--- config.mk ---
export PLATFORM = sky130hd
export DESIGN_NAME = circular_deque_flat
export DESIGN_NICKNAME = d
export VERILOG_FILES = /design/src/hw/rtl/cdq_pkg.sv /design/src/hw/rtl/cdq_if.sv /design/src/hw/rtl/cdq_dp.sv /design/src/hw/rtl/cdq_ctrl.sv /design/src/hw/rtl/circular_deque.sv /design/src/flat_wrapper.sv
export SDC_FILE = /design/constraint.sdc
export NUM_CORES = 1
export LEC_CHECK = 0
export BUFFER_PORTS_ARGS = -buffer_cell sky130_fd_sc_hd__buf_2
export CAP_MARGIN = 20
export CORE_UTILIZATION = 61
export DETAILED_ROUTE_END_ITERATION = 16
export PLACE_DENSITY = 0.8
export SLEW_MARGIN = 20
export SYNTH_ARGS = -nofsm -noshare
export SYNTH_HDL_FRONTEND = slang
export SYNTH_SLANG_ARGS = --single-unit
--- constraint.sdc ---
create_clock -name clk_i -period 5.98 [get_ports clk_i]
set_input_delay 1.495 -clock clk_i [delete_from_list [all_inputs] [get_ports clk_i]]
set_output_delay 1.495 -clock clk_i [all_outputs]
set_load 0.1 [all_outputs]
--- src/hw/rtl/cdq_pkg.sv ---
package cdq_pkg;

  localparam int unsigned DepthDefault = 16;
  localparam int unsigned WordWidth = 32;
  localparam int unsigned OccWidth = 5;

  typedef enum logic [1:0] {
    KindPushFront = 2'd0,
    KindPushRear  = 2'd1,
    KindPopFront  = 2'd2,
    KindPopRear   = 2'd3
  } kind_e;

  typedef enum logic [1:0] {
    StDone  = 2'd0,
    StFull  = 2'd1,
    StEmpty = 2'd2
  } status_e;

  typedef logic signed [WordWidth-1:0] word_t;

  typedef struct packed {
    logic start;
    logic fetch;
  } cdq_cmd_t;

  typedef struct packed {
    logic need_fetch;
  } cdq_sts_t;

endpackage

--- src/hw/rtl/cdq_if.sv ---
interface cdq_in_if;
  import cdq_pkg::*;

  logic  valid;
  logic  ready;
  kind_e kind;
  word_t value;

  modport source (output valid, output kind, output value, input ready);
  modport sink (input valid, input kind, input value, output ready);
endinterface

interface cdq_out_if;
  import cdq_pkg::*;

  logic                valid;
  logic                ready;
  word_t               popped_value;
  status_e             status;
  word_t               front_value;
  word_t               rear_value;
  logic [OccWidth-1:0] occupancy;

  modport source (
    output valid, output popped_value, output status, output front_value,
    output rear_value, output occupancy, input ready
  );
  modport sink (
    input valid, input popped_value, input status, input front_value,
    input rear_value, input occupancy, output ready
  );
endinterface

--- src/hw/rtl/cdq_dp.sv ---
module cdq_dp #(
  parameter int unsigned DEPTH = cdq_pkg::DepthDefault,
  localparam int unsigned PW = $clog2(DEPTH),
  localparam int unsigned CW = $clog2(DEPTH + 1)
) (
  input  logic                          clk_i,
  input  logic                          rst_ni,
  input  cdq_pkg::cdq_cmd_t             cmd_i,
  output cdq_pkg::cdq_sts_t             sts_o,
  input  cdq_pkg::kind_e                kind_i,
  input  cdq_pkg::word_t                value_i,
  output cdq_pkg::word_t                popped_value_o,
  output cdq_pkg::status_e              status_o,
  output cdq_pkg::word_t                front_value_o,
  output cdq_pkg::word_t                rear_value_o,
  output logic [cdq_pkg::OccWidth-1:0]  occupancy_o,
  output logic [CW-1:0]                 count_o
);
  import cdq_pkg::*;

  word_t           mem [DEPTH];
  word_t           rd_data_q;
  logic   [PW-1:0] head_q, head_d, tail_q, tail_d;
  logic   [CW-1:0] count_q, count_d;
  word_t           front_q, front_d, rear_q, rear_d;
  word_t           popped_q, popped_d;
  status_e         status_q, status_d;
  logic            op_front_q, op_front_d;
  logic            mem_we;
  logic   [PW-1:0] mem_waddr, mem_raddr;
  logic   [PW-1:0] head_inc, head_dec, tail_inc, tail_dec;
  logic            full, empty, is_push;
  logic   [CW+OccWidth-1:0] occ_ext;

  assign head_inc = (head_q == PW'(DEPTH - 1)) ? '0 : head_q + 1'b1;
  assign head_dec = (head_q == '0) ? PW'(DEPTH - 1) : head_q - 1'b1;
  assign tail_inc = (tail_q == PW'(DEPTH - 1)) ? '0 : tail_q + 1'b1;
  assign tail_dec = (tail_q == '0) ? PW'(DEPTH - 1) : tail_q - 1'b1;

  assign full    = (count_q == CW'(DEPTH));
  assign empty   = (count_q == '0);
  assign is_push = (kind_i == KindPushFront) || (kind_i == KindPushRear);

  assign sts_o.need_fetch = !is_push && !empty;

  always_comb begin
    head_d     = head_q;
    tail_d     = tail_q;
    count_d    = count_q;
    front_d    = front_q;
    rear_d     = rear_q;
    popped_d   = popped_q;
    status_d   = status_q;
    op_front_d = op_front_q;
    mem_we     = 1'b0;
    mem_waddr  = head_dec;
    mem_raddr  = head_inc;
    if (cmd_i.start) begin
      popped_d   = '0;
      status_d   = StDone;
      op_front_d = (kind_i == KindPopFront);
      unique case (kind_i)
        KindPushFront: begin
          if (full) begin
            status_d = StFull;
          end else begin
            mem_we    = 1'b1;
            mem_waddr = head_dec;
            head_d    = head_dec;
            count_d   = count_q + 1'b1;
            front_d   = value_i;
            if (empty) begin
              rear_d = value_i;
            end
          end
        end
        KindPushRear: begin
          if (full) begin
            status_d = StFull;
          end else begin
            mem_we    = 1'b1;
            mem_waddr = tail_inc;
            tail_d    = tail_inc;
            count_d   = count_q + 1'b1;
            rear_d    = value_i;
            if (empty) begin
              front_d = value_i;
            end
          end
        end
        KindPopFront: begin
          mem_raddr = head_inc;
          if (empty) begin
            status_d = StEmpty;
          end else begin
            popped_d = front_q;
            head_d   = head_inc;
            count_d  = count_q - 1'b1;
          end
        end
        KindPopRear: begin
          mem_raddr = tail_dec;
          if (empty) begin
            status_d = StEmpty;
          end else begin
            popped_d = rear_q;
            tail_d   = tail_dec;
            count_d  = count_q - 1'b1;
          end
        end
        default: begin
          status_d = StDone;
        end
      endcase
    end
    if (cmd_i.fetch) begin
      if (op_front_q) begin
        front_d = rd_data_q;
      end else begin
        rear_d = rd_data_q;
      end
    end
  end

  always_ff @(posedge clk_i) begin
    if (mem_we) begin
      mem[mem_waddr] <= value_i;
    end
    rd_data_q <= mem[mem_raddr];
  end

  always_ff @(posedge clk_i or negedge rst_ni) begin
    if (!rst_ni) begin
      head_q     <= '0;
      tail_q     <= PW'(DEPTH - 1);
      count_q    <= '0;
      status_q   <= StDone;
      op_front_q <= 1'b0;
    end else begin
      head_q     <= head_d;
      tail_q     <= tail_d;
      count_q    <= count_d;
      status_q   <= status_d;
      op_front_q <= op_front_d;
    end
  end

  always_ff @(posedge clk_i) begin
    front_q  <= front_d;
    rear_q   <= rear_d;
    popped_q <= popped_d;
  end

  assign occ_ext        = (CW + OccWidth)'(count_q);
  assign popped_value_o = popped_q;
  assign status_o       = status_q;
  assign front_value_o  = empty ? '0 : front_q;
  assign rear_value_o   = empty ? '0 : rear_q;
  assign occupancy_o    = occ_ext[OccWidth-1:0];
  assign count_o        = count_q;

endmodule

--- src/hw/rtl/cdq_ctrl.sv ---
module cdq_ctrl (
  input  logic              clk_i,
  input  logic              rst_ni,
  input  logic              in_valid_i,
  output logic              in_ready_o,
  output logic              out_valid_o,
  input  logic              out_ready_i,
  input  cdq_pkg::cdq_sts_t sts_i,
  output cdq_pkg::cdq_cmd_t cmd_o
);
  import cdq_pkg::*;

  typedef enum logic [1:0] {
    StateIdle,
    StateFetch,
    StateResp
  } state_e;

  state_e state_q, state_d;
  logic   out_valid_q, out_valid_d;
  logic   accept;

  assign in_ready_o  = (state_q == StateIdle) || ((state_q == StateResp) && out_ready_i);
  assign accept      = in_valid_i && in_ready_o;
  assign out_valid_o = out_valid_q;

  assign cmd_o.start = accept;
  assign cmd_o.fetch = (state_q == StateFetch);

  always_comb begin
    state_d     = state_q;
    out_valid_d = out_valid_q;
    unique case (state_q)
      StateIdle: begin
        if (accept) begin
          state_d     = sts_i.need_fetch ? StateFetch : StateResp;
          out_valid_d = !sts_i.need_fetch;
        end
      end
      StateFetch: begin
        state_d     = StateResp;
        out_valid_d = 1'b1;
      end
      StateResp: begin
        if (accept) begin
          state_d     = sts_i.need_fetch ? StateFetch : StateResp;
          out_valid_d = !sts_i.need_fetch;
        end else if (out_ready_i) begin
          state_d     = StateIdle;
          out_valid_d = 1'b0;
        end
      end
      default: begin
        state_d     = StateIdle;
        out_valid_d = 1'b0;
      end
    endcase
  end

  always_ff @(posedge clk_i or negedge rst_ni) begin
    if (!rst_ni) begin
      state_q     <= StateIdle;
      out_valid_q <= 1'b0;
    end else begin
      state_q     <= state_d;
      out_valid_q <= out_valid_d;
    end
  end

endmodule

--- src/hw/rtl/circular_deque.sv ---
// Double-ended queue of signed 32-bit words held in a ring of DEPTH entries.
// The in_i channel carries one operation per beat: push front, push rear,
// pop front or pop rear, with the word to push. The out_o channel returns one
// beat per operation with the popped word, a status code, the front and rear
// words after the operation and the occupancy.
// A push, or any rejected operation, yields its result in the cycle after the
// input beat is accepted. A successful pop passes through a fetch state before
// its result, because the new front or rear word comes from the single
// registered read port of the ring memory. While a result is taken in the same
// cycle, the next input beat is accepted too, so pushes run at one beat per
// cycle while the receiver takes each result; no beat is taken during a fetch.
// Reset empties the deque at once; no clearing pass is needed, since only
// written entries are ever shown. When the receiver stalls, the result beat
// holds and no new input beat is taken until the result is taken.
module circular_deque #(
  parameter int unsigned DEPTH = cdq_pkg::DepthDefault
) (
  input logic   clk_i,
  input logic   rst_ni,
  cdq_in_if.sink    in_i,
  cdq_out_if.source out_o
);
  import cdq_pkg::*;

  localparam int unsigned CW = $clog2(DEPTH + 1);

  cdq_cmd_t        cmd;
  cdq_sts_t        sts;
  logic   [CW-1:0] count;

  cdq_ctrl u_ctrl (
    .clk_i       (clk_i),
    .rst_ni      (rst_ni),
    .in_valid_i  (in_i.valid),
    .in_ready_o  (in_i.ready),
    .out_valid_o (out_o.valid),
    .out_ready_i (out_o.ready),
    .sts_i       (sts),
    .cmd_o       (cmd)
  );

  cdq_dp #(
    .DEPTH (DEPTH)
  ) u_dp (
    .clk_i          (clk_i),
    .rst_ni         (rst_ni),
    .cmd_i          (cmd),
    .sts_o          (sts),
    .kind_i         (in_i.kind),
    .value_i        (in_i.value),
    .popped_value_o (out_o.popped_value),
    .status_o       (out_o.status),
    .front_value_o  (out_o.front_value),
    .rear_value_o   (out_o.rear_value),
    .occupancy_o    (out_o.occupancy),
    .count_o        (count)
  );

  a_count_bound: assert property (@(posedge clk_i) disable iff (!rst_ni)
    count <= CW'(DEPTH))
    else $error("occupancy exceeds depth");

  a_no_overwrite: assert property (@(posedge clk_i) disable iff (!rst_ni)
    (in_i.valid && in_i.ready) |-> (!out_o.valid || out_o.ready))
    else $error("input taken while a result is stalled");

  a_full_status: assert property (@(posedge clk_i) disable iff (!rst_ni)
    (out_o.valid && out_o.status == StFull) |-> (count == CW'(DEPTH)))
    else $error("full status with free entries");

  a_empty_status: assert property (@(posedge clk_i) disable iff (!rst_ni)
    (out_o.valid && out_o.status == StEmpty) |-> (count == '0))
    else $error("empty status with held entries");

endmodule
--- src/flat_wrapper.sv ---
// flat-port wrapper written by rule: the top's interface ports become plain ports
module circular_deque_flat import cdq_pkg::*;
#(
  parameter int unsigned DEPTH = cdq_pkg::DepthDefault
)
  (clk_i, rst_ni, in_i_valid, in_i_kind, in_i_value, in_i_ready, out_o_valid, out_o_popped_value, out_o_status, out_o_front_value, out_o_rear_value, out_o_occupancy, out_o_ready);
  cdq_in_if in_i_i ();
  cdq_out_if out_o_i ();
  input logic clk_i;
  input logic rst_ni;
  input wire logic [$bits(in_i_i.valid)-1:0] in_i_valid;
  input wire logic [$bits(in_i_i.kind)-1:0] in_i_kind;
  input wire logic [$bits(in_i_i.value)-1:0] in_i_value;
  output wire logic [$bits(in_i_i.ready)-1:0] in_i_ready;
  output wire logic [$bits(out_o_i.valid)-1:0] out_o_valid;
  output wire logic [$bits(out_o_i.popped_value)-1:0] out_o_popped_value;
  output wire logic [$bits(out_o_i.status)-1:0] out_o_status;
  output wire logic [$bits(out_o_i.front_value)-1:0] out_o_front_value;
  output wire logic [$bits(out_o_i.rear_value)-1:0] out_o_rear_value;
  output wire logic [$bits(out_o_i.occupancy)-1:0] out_o_occupancy;
  input wire logic [$bits(out_o_i.ready)-1:0] out_o_ready;
  assign in_i_i.valid = in_i_valid;
  assign in_i_i.kind = in_i_kind;
  assign in_i_i.value = in_i_value;
  assign in_i_ready = in_i_i.ready;
  assign out_o_valid = out_o_i.valid;
  assign out_o_popped_value = out_o_i.popped_value;
  assign out_o_status = out_o_i.status;
  assign out_o_front_value = out_o_i.front_value;
  assign out_o_rear_value = out_o_i.rear_value;
  assign out_o_occupancy = out_o_i.occupancy;
  assign out_o_i.ready = out_o_ready;
  circular_deque #(.DEPTH(DEPTH)) u_core (.clk_i(clk_i), .rst_ni(rst_ni), .in_i(in_i_i), .out_o(out_o_i));
endmodule
==> results.cfg <==
[finish]
area_growth_pct = 12.51
drive_above_1_share = 0.2421
diodes = 0
finalNetCount = 1935
final_util = 0.6989

[worst_hold_path]
hp-class = flip-flop to flip-flop

[clock_tree]
hold_buffers = 0
htree_levels = 2
postCtsSetupBuffers = 0
clk_latency_ns = 0.65
cts_buffers = 61
cts.clk_slew.worst_paths_ns = 0.06
cts_tree = built
ctsRootBufferMaster = clkbuf_16
clock_sinks = 658
cts_resized = 0
clock_path_buffers = 3

[routing]
drtIter0Drc = 2381
via_per_inst = 6.572
detailroute.via_count = 16600
routedWlPerCell_um = 26.31
drt_pass1_iterations = 8
wl_um = 66450
postRouteAntennaNets = 0
drc = 0

[critical_path]
end_kind = output pin
startpoint_type = flip-flop
cp_num_buf_inv = 2
crit_fanout = 60
slowest_delay_ns = 0.57
crit_type = flip-flop to output pin
required_ns = 4.49
crit_arrival_ns = 2.85
r2r_setup_slack_ns = 2.18
cp_top_family = simple AND/OR/NAND/NOR gates
crit_slowest_cell = nor4_2
path_cells = nor4_2, nand2_1, buf_4, and2_1, buf_2

[logic_synthesis]
yosys_warnings = 0
yosys_register_bits = 658
synth_enable_flop_cells = 544
yosysSeqAreaShare = 0.6963
ys.flop_type = edfxtp_1
synth.net_count = 1806
synth_cells = 1760
syn-cell-area_um2 = 26870
avgSynthCellArea_um2 = 15.27
async_reset_ff_frac = 0.02736
synth_cell_type_count = 80

[timing]
finalHoldViolCount = 0
fmax_mhz = 230.2
tightestPinTransition_ns = 1.103
relSlewSlack = 0.2644
clock_skew_ns = 0.02555
finalCritPeriodShare = 0.7264
rsz0062_at_grt = false
fin_tns_setup_ns = 0
finalWorstPathRequiredPeriod_ns = 4.344
setup_viol_count_final = 0
drv_slew = 0

[status]
status = finished clean

[global_route]
grt_max_degree = 88
grt_overflow_total = 0
grt_usage = 0.2983
grt_pass1_wl_um = 98200
first_global_vias = 16090
antenna_found_initial = 4

[power]
p_switching_mw = 7.698
p_leak_nw = 10.65
swShare = 0.4349
combPwrFrac = 0.440
clkPwrFrac = 0.214
power_density_nw_per_um2 = 585.4
ir_drop_mv = 0.5657
seqPwrFrac = 0.346
internal_power_mw = 10.00

[floorplanning]
ios = 143
coreArea_um2 = 43270
initial_utilization = 0.6211
die_w_um = 211.9
dieHeight_um = 211.9
fp-row-count = 76
die_area_um2 = 44900

[place]
routabilityCongestion = 0.9006
port_buffers = 142
hpwlAfterDp_um = 38450

[job]
max-cap-violations = 0
-- worst register-to-register path, stage by stage, from the launching register on --
cell	delay, ns
dfrtp_1	0.44
nor4_2	0.57
nand2_2	0.29
nand3_1	0.30
nor2_1	0.09
a31oi_1	0.62
and3_2	0.78
buf_4	0.41
-- cell usage after synthesis, drive strengths merged, types with 9 or more instances --
cell     instances  area (µm²)
clkbuf          72       270.3
mux2i           98       984.7
dfxtp           96        1922
nor3            16       96.35
nand2           56       212.7
mux2           142        1622
a2111oi         24       259.0
mux4            32       720.7
a211oi          26       200.2
a21oi           90       450.4
nor2            87       341.6
nand3           57       290.3
and3             9       56.30
buf             46       282.8
xnor2            9       78.83
inv             18       67.56
a221oi          26       227.7
a222oi          25       250.2
o21ai          120       608.1
dfrtp           14       350.3
edfxtp         544       16340
and2            67       419.2
-- power by group through the flow --
stage / clock network [mW] / registers, mW / logic, mW
after detailed placement: 0 / 6.19 / 7.68
after floorplan: 0 / 6.44 / 5.62
after CTS: 3.82 / 6.10 / 7.73
after global placement: 0 / 6.16 / 7.52
after global routing: 3.99 / 6.18 / 8.16
final: 3.79 / 6.12 / 7.79
-- registers in the layout, summed over array words and instances (netlist names) --
name,flops
u_core.u_dp.op_front_q,1
u_core.u_dp.head_q,4
u_core.u_dp.tail_q,4
u_core.u_dp.status_o,2
u_core.u_dp.front_q,32
u_core.u_dp.count_o,5
u_core.u_dp.mem,512
u_core.u_dp.rd_data_q,32
u_core.u_dp.popped_value_o,32
u_core.u_ctrl.out_valid_o,1
u_core.u_dp.rear_q,32
u_core.u_ctrl.state_q,1
-- metrics by stage --
step | cells | hold WS (ns) | setup WS, ns | total power, mW | area (µm²)
floorplan | 1760 | 0.4257 | 0.5479 | 12.06 | 26870
global placement | 2411 | 0.4497 | 1.341 | 13.68 | 28280
detailed placement | 2411 | 0.4457 | 1.232 | 13.87 | 28290
CTS | 2526 | 0.4633 | 1.612 | 17.65 | 30240
global route | 2526 | 0.4983 | 1.451 | 18.34 | 30240
finish | 2526 | 0.4650 | 1.636 | 17.70 | 30240
-- per-layer routing --
layer / GRT usage / wire (µm)
met1: 0.4071 / 25370
met2: 0.4694 / 30900
met3: 0.07491 / 8048
met4: 0.1039 / 2076
met5: 0 / 54
-- cells in the final DEF, fill, tap and decap left out, drive strengths merged, types with 4 or more instances in the layout --
master and n:
edfxtp 544, buf 184, mux2 142, o21ai 120
mux2i 98, dfxtp 96, a21oi 90, clkbuf 90
nor2 87, and2 67, nand3 57, nand2 56
mux4 32, a221oi 26, a211oi 26, a222oi 25
a2111oi 24, inv 19, clkinv 17, nor3 16
dfrtp 14, xnor2 9, and3 9, ha 7
o211ai 7, nand2b 6, a21o 5, a22o 5
o31ai 5, a31oi 4, xor2 4, bufinv 4
dfstp 4, o2bb2ai 4
-- area by class of cell --
type,count,area (µm²)
Clock inverter,25,252.7
Inverter,18,67.56
Timing Repair Buffer,184,1089
Sequential cell,658,18710
Clock buffer,90,1697
Multi-Input combinational cell,966,7687
Tap cell,585,732.0
Fill cell,2682,13030
-- cell families after synthesis --
kind of cell,after synthesis,synth area share
simple gates,311,0.05810
mux,272,0.1238
compound gates,362,0.09046
xor+xnor,13,0.004237
fa+ha+maj,8,0.004004
flops,658,0.6963
buf+inv,136,0.02309
-- path summary, 6_finish.rpt --
path                                            from                endpoint  cells past startpoint
hold / removal             u_core.u_dp.rd_data_q[24]  u_core.u_dp.rear_q[24]                      2
setup reg to reg              u_core.u_dp.count_o[0]  u_core.u_dp.mem[3][19]                      7
setup / recovery              u_core.u_dp.count_o[0]    out_o_front_value[9]                      5
max in group asynchronous                     rst_ni   u_core.u_dp.tail_q[0]                      1
hold reg to reg            u_core.u_dp.rd_data_q[24]  u_core.u_dp.rear_q[24]                      2
min in group asynchronous                     rst_ni  u_core.u_dp.count_o[0]                      1
No activity file was read; power rests on OpenSTA's default activity.
